[config.mk]
export PLATFORM = sky130hd
export DESIGN_NAME = cau_front
export DESIGN_NICKNAME = d
export VERILOG_FILES = /design/src/rtl/core/cau_pkg.sv /design/src/rtl/core/cau_front.sv
export SDC_FILE = /design/constraint.sdc
export NUM_CORES = 1
export LEC_CHECK = 0
export ABC_AREA = 1
export BUFFER_PORTS_ARGS = -buffer_cell sky130_fd_sc_hd__buf_2
export CAP_MARGIN = 20
export CORE_MARGIN = 5
export CORE_UTILIZATION = 53
export CTS_CLUSTER_SIZE = 25
export DETAILED_ROUTE_END_ITERATION = 10
export HOLD_SLACK_MARGIN = 0.08
export PLACE_DENSITY = 0.77
export SYNTH_ARGS = -nofsm -noshare
export SYNTH_HDL_FRONTEND = slang
export SYNTH_SLANG_ARGS = --single-unit
[constraint.sdc]
create_clock -name i_clk -period 8.2 [get_ports i_clk]
set_clock_uncertainty 0.15 [all_clocks]
set_input_delay 0.41 -clock i_clk [delete_from_list [all_inputs] [get_ports i_clk]]
set_output_delay 0.41 -clock i_clk [all_outputs]
set_load 0.05 [all_outputs]
[src/rtl/core/cau_pkg.sv]
package cau_pkg;

    typedef enum logic [2:0] {
        OP_ADD = 3'd0,
        OP_SUB = 3'd1,
        OP_MUL = 3'd2,
        OP_DIV = 3'd3,
        OP_MAG = 3'd4,
        OP_EQU = 3'd5,
        OP_INC = 3'd6,
        OP_DEC = 3'd7
    } t_op;

    typedef enum logic [2:0] {S_IDLE, S_LOAD, S_MUL, S_RUN, S_FIN} t_st;

    typedef struct packed {
        t_op                op;
        logic signed [31:0] a_re;
        logic signed [31:0] a_im;
        logic signed [31:0] b_re;
        logic signed [31:0] b_im;
    } t_item;

    typedef struct packed {
        logic [31:0] re;
        logic [31:0] im;
        logic        eq;
        logic        dz;
        logic        ov;
    } t_res;

    localparam int QDEPTH = 4;
    localparam int QAW    = 2;

endpackage

[src/rtl/core/cau_front.sv]
module cau_front
    import cau_pkg::*;
(
    input  logic               i_clk,
    input  logic               i_rst_n,
    input  logic               i_start,
    input  logic [2:0]         i_operation,
    input  logic signed [31:0] i_a_re,
    input  logic signed [31:0] i_a_im,
    input  logic signed [31:0] i_b_re,
    input  logic signed [31:0] i_b_im,
    output logic               o_busy,
    input  logic               i_pop,
    output logic               o_valid,
    output t_item              o_item
);

    t_item            r_mem [QDEPTH];
    logic [QAW-1:0]   r_wp, r_rp;
    logic [QAW:0]     r_cnt;
    logic             push;

    assign o_busy  = (r_cnt == (QAW+1)'(QDEPTH));
    assign push    = i_start && !o_busy;
    assign o_valid = (r_cnt != '0);
    assign o_item  = r_mem[r_rp];

    always_ff @(posedge i_clk) begin
        if (push) begin
            r_mem[r_wp] <= '{t_op'(i_operation), i_a_re, i_a_im, i_b_re, i_b_im};
        end
        if (!i_rst_n) begin
            r_wp  <= '0;
            r_rp  <= '0;
            r_cnt <= '0;
        end else begin
            if (push) r_wp <= r_wp + 1'b1;
            if (i_pop) r_rp <= r_rp + 1'b1;
            r_cnt <= r_cnt + (QAW+1)'(push) - (QAW+1)'(i_pop);
        end
    end

endmodule

==> impl_results.md <==
- Clock latency of the later-clocked register in the worst-skew pair: 0.58 ns
- Count of final setup violators: 0
- CTS root buffer: clkbuf_16
- Antenna violations before repair: 2
- Area of combinational cells with multiple inputs: 3370 um^2
- Result of the run: finished clean
- Routed wirelength normalized by instance count: 20.4 um
- Tcrit/Tclk final: 52.4%
- Bufs on Longest Clock Path: 3
- IR drop worst, VDD: 0.193 mV
- Worst EP arrival: 3.74 ns
- Overflow left after global routing: 0
- Largest net degree at the start of global routing: 182
- Global-route wire length before repair: 70.5 mm
- Total area of sequential cells: 15900 um^2
- Time the final worst path needs with I/O delays and setup: 4.30 ns
- Layout cell share with drive strength beyond 1: 20.7%
- Avg Inst Size Synth: 15.0 um^2
- Number of vias in the routed layout: 12.6k
- Total global-route track usage: 21.6%
- Slew Limit Headroom: 28.6%
- Nets@finish: 1851
- Synthesis-to-layout area growth: 23.0%
- Max Clk Rate: 0.233 GHz
- TritonRoute pass-1 iters: 5
- Total DRC errors in the routed layout: 0
- Slew at the pin closest to its max-slew limit: 1.07 ns
- Die Span Y: 204 um
- Static power due to leakage: 8.57 nW
- Placement row count: 70
- Vias in the first global route: 12.8k
- Instance count after placement with tap cells included: 1988
- CTS tree: done
- Die outline area: 41400 um^2
- Initial Utilization: 54.0%
- Kind of start point of the critical path: flop
- Number of slew-limit violations in the final report: 0
- Sequential share of the synthesized area: 80.2%
- Crit end category: primary output
- Syn Inst Count: 1325
- Register bit total from synthesis: 533
- DRT antenna net count: 0
- Top-Level Pins: 268
- Post-synthesis cell area: 19900 um^2
- HPWL after detailed placement: 24.1 mm
- Number of port buffers: 267
- Power per cell area: 291 nW/um^2
- Filler cells: 2488
- Routed Wire Length: 45.3 mm
- Number of buffers created by CTS: 53
- Count of clock tree sinks: 533
- Synthesized netlist net count: 1467
- Die Span X: 204 um
- Critical Path RT: 7.64 ns
- Final Hold Vio Count: 0
- Mean number of vias per cell: 5.70
- Iteration-0 DRC Markers: 1159
- Area of the placeable core: 36800 um^2
- Deepest level of the CTS H-tree: 2
- Maxcap violations: 0
- Critical path start-end classification: reg2out
- Final GP Congestion: 0.746
- Kind of path behind the tightest hold check: reg2reg
- CTS clock-pin slew for the worst setup and hold paths: 0.06 ns
- Sum of negative setup slack: 0 ns
- Most frequent cells in the layout: edfxtp_1 (524), nor2_1 (269), buf_2 (267), o21ai_0 (192), dlygate4sd3_1 (134)
- Worst-path maximum fanout: 181
- Most common cell after layout, fill and taps aside: edfxtp_1
- Setup slack of the most critical reg-to-reg path: 5.07 ns
- Cell variety after synth: 21
- Setup repair after global routing missed its margin: false
- Layout Cells excl Fill: 2219
- Yosys warns: 0
## stage by stage
step / util (%) / area, um^2 / hold slack, ns / total power, mW / worst slack, ns
final: 66.4 / 24400 / 0.298 / 7.10 / 3.90
after global routing: 66.4 / 24400 / 0.314 / 7.37 / 3.68
after CTS: 66.4 / 24400 / 0.301 / 7.14 / 3.96
after detailed placement: 58.1 / 21400 / 0.290 / 4.73 / 4.60
after global placement: 58.1 / 21400 / 0.268 / 4.70 / 4.71
after floorplan: - / 19900 / 0.262 / 4.41 / 1.29
## worst paths after layout
kind	from	to	depth (start not counted)
worst max-delay path	flop	o_item[24]	5
worst min-delay path	r_rp[1]	flop	1
worst max register to register	r_cnt[1]	r_mem[2][119]	5
worst min register to register	r_rp[1]	flop	1
## worst max-delay path, stage by stage (launching register included)
cell and delay (ns):
dfxtp_4 0.58, inv_8 0.78, buf_4 0.78, o21ai_0 0.20, o22ai_1 0.28, buf_2 0.34
## per-layer routing
metal / GRT usage, % / share of wire (%) / vias up
li1: - / - / 5781
met1: 27.8 / 40 / 6273
met2: 36.9 / 50 / 501
met3: 4.80 / 7.8 / 89
met4: 7.01 / 2.5 / 2
met5: 0 / 0.029 / -
## cells in the mapped netlist (all sizes together)
| cell type | number | share of area [%] |
|---|---|---|
| o21ai | 264 | 6.7 |
| nand3 | 3 | 0.076 |
| a21oi | 4 | 0.10 |
| ha | 6 | 0.38 |
| edfxtp | 524 | 79 |
| clkbuf | 33 | 0.65 |
| dfxtp | 9 | 0.91 |
| fa | 1 | 0.10 |
| or2 | 2 | 0.063 |
| nor2 | 273 | 5.2 |
| buf | 52 | 2.0 |
| nand2 | 8 | 0.15 |
| inv | 15 | 0.31 |
| o22ai | 131 | 4.1 |
## logic make-up after synthesis
logic type,share of synthesized area [%]
flops,80.2
buf+inv,3.01
fa+ha+maj,0.479
compound gates,10.9
simple gates,5.45
## what timing repair did
item / in CTS / in global routing
setup buffers: 0 / 0
hold endpoints to repair: 533 / 0
resized for setup: 0 / 0
hold buffers: 134 / 0
## cell type report
cell class,instances,share of cell area [%]
sequential,533,65.2
multi-input combinational,692,13.8
antenna,1,0.0102
tap,468,2.40
timing repair buffer,414,11.4
clock buffer,62,5.57
inverter,15,0.272
clock inverter,34,1.40
## registers in the layout, summed over array words and instances (netlist names), named ones only
register,count
r_cnt,3
r_mem,524
r_rp,2
r_wp,2
## report_power, final
part	internal (mW)	total, mW	switching (mW)	leakage [nW]
Clock	1.40	2.37	0.967	0.821
Sequential	3.34	3.43	0.0846	4.87
Combinational	0.287	1.30	1.02	2.87
(Power assumes the default switching activity.)
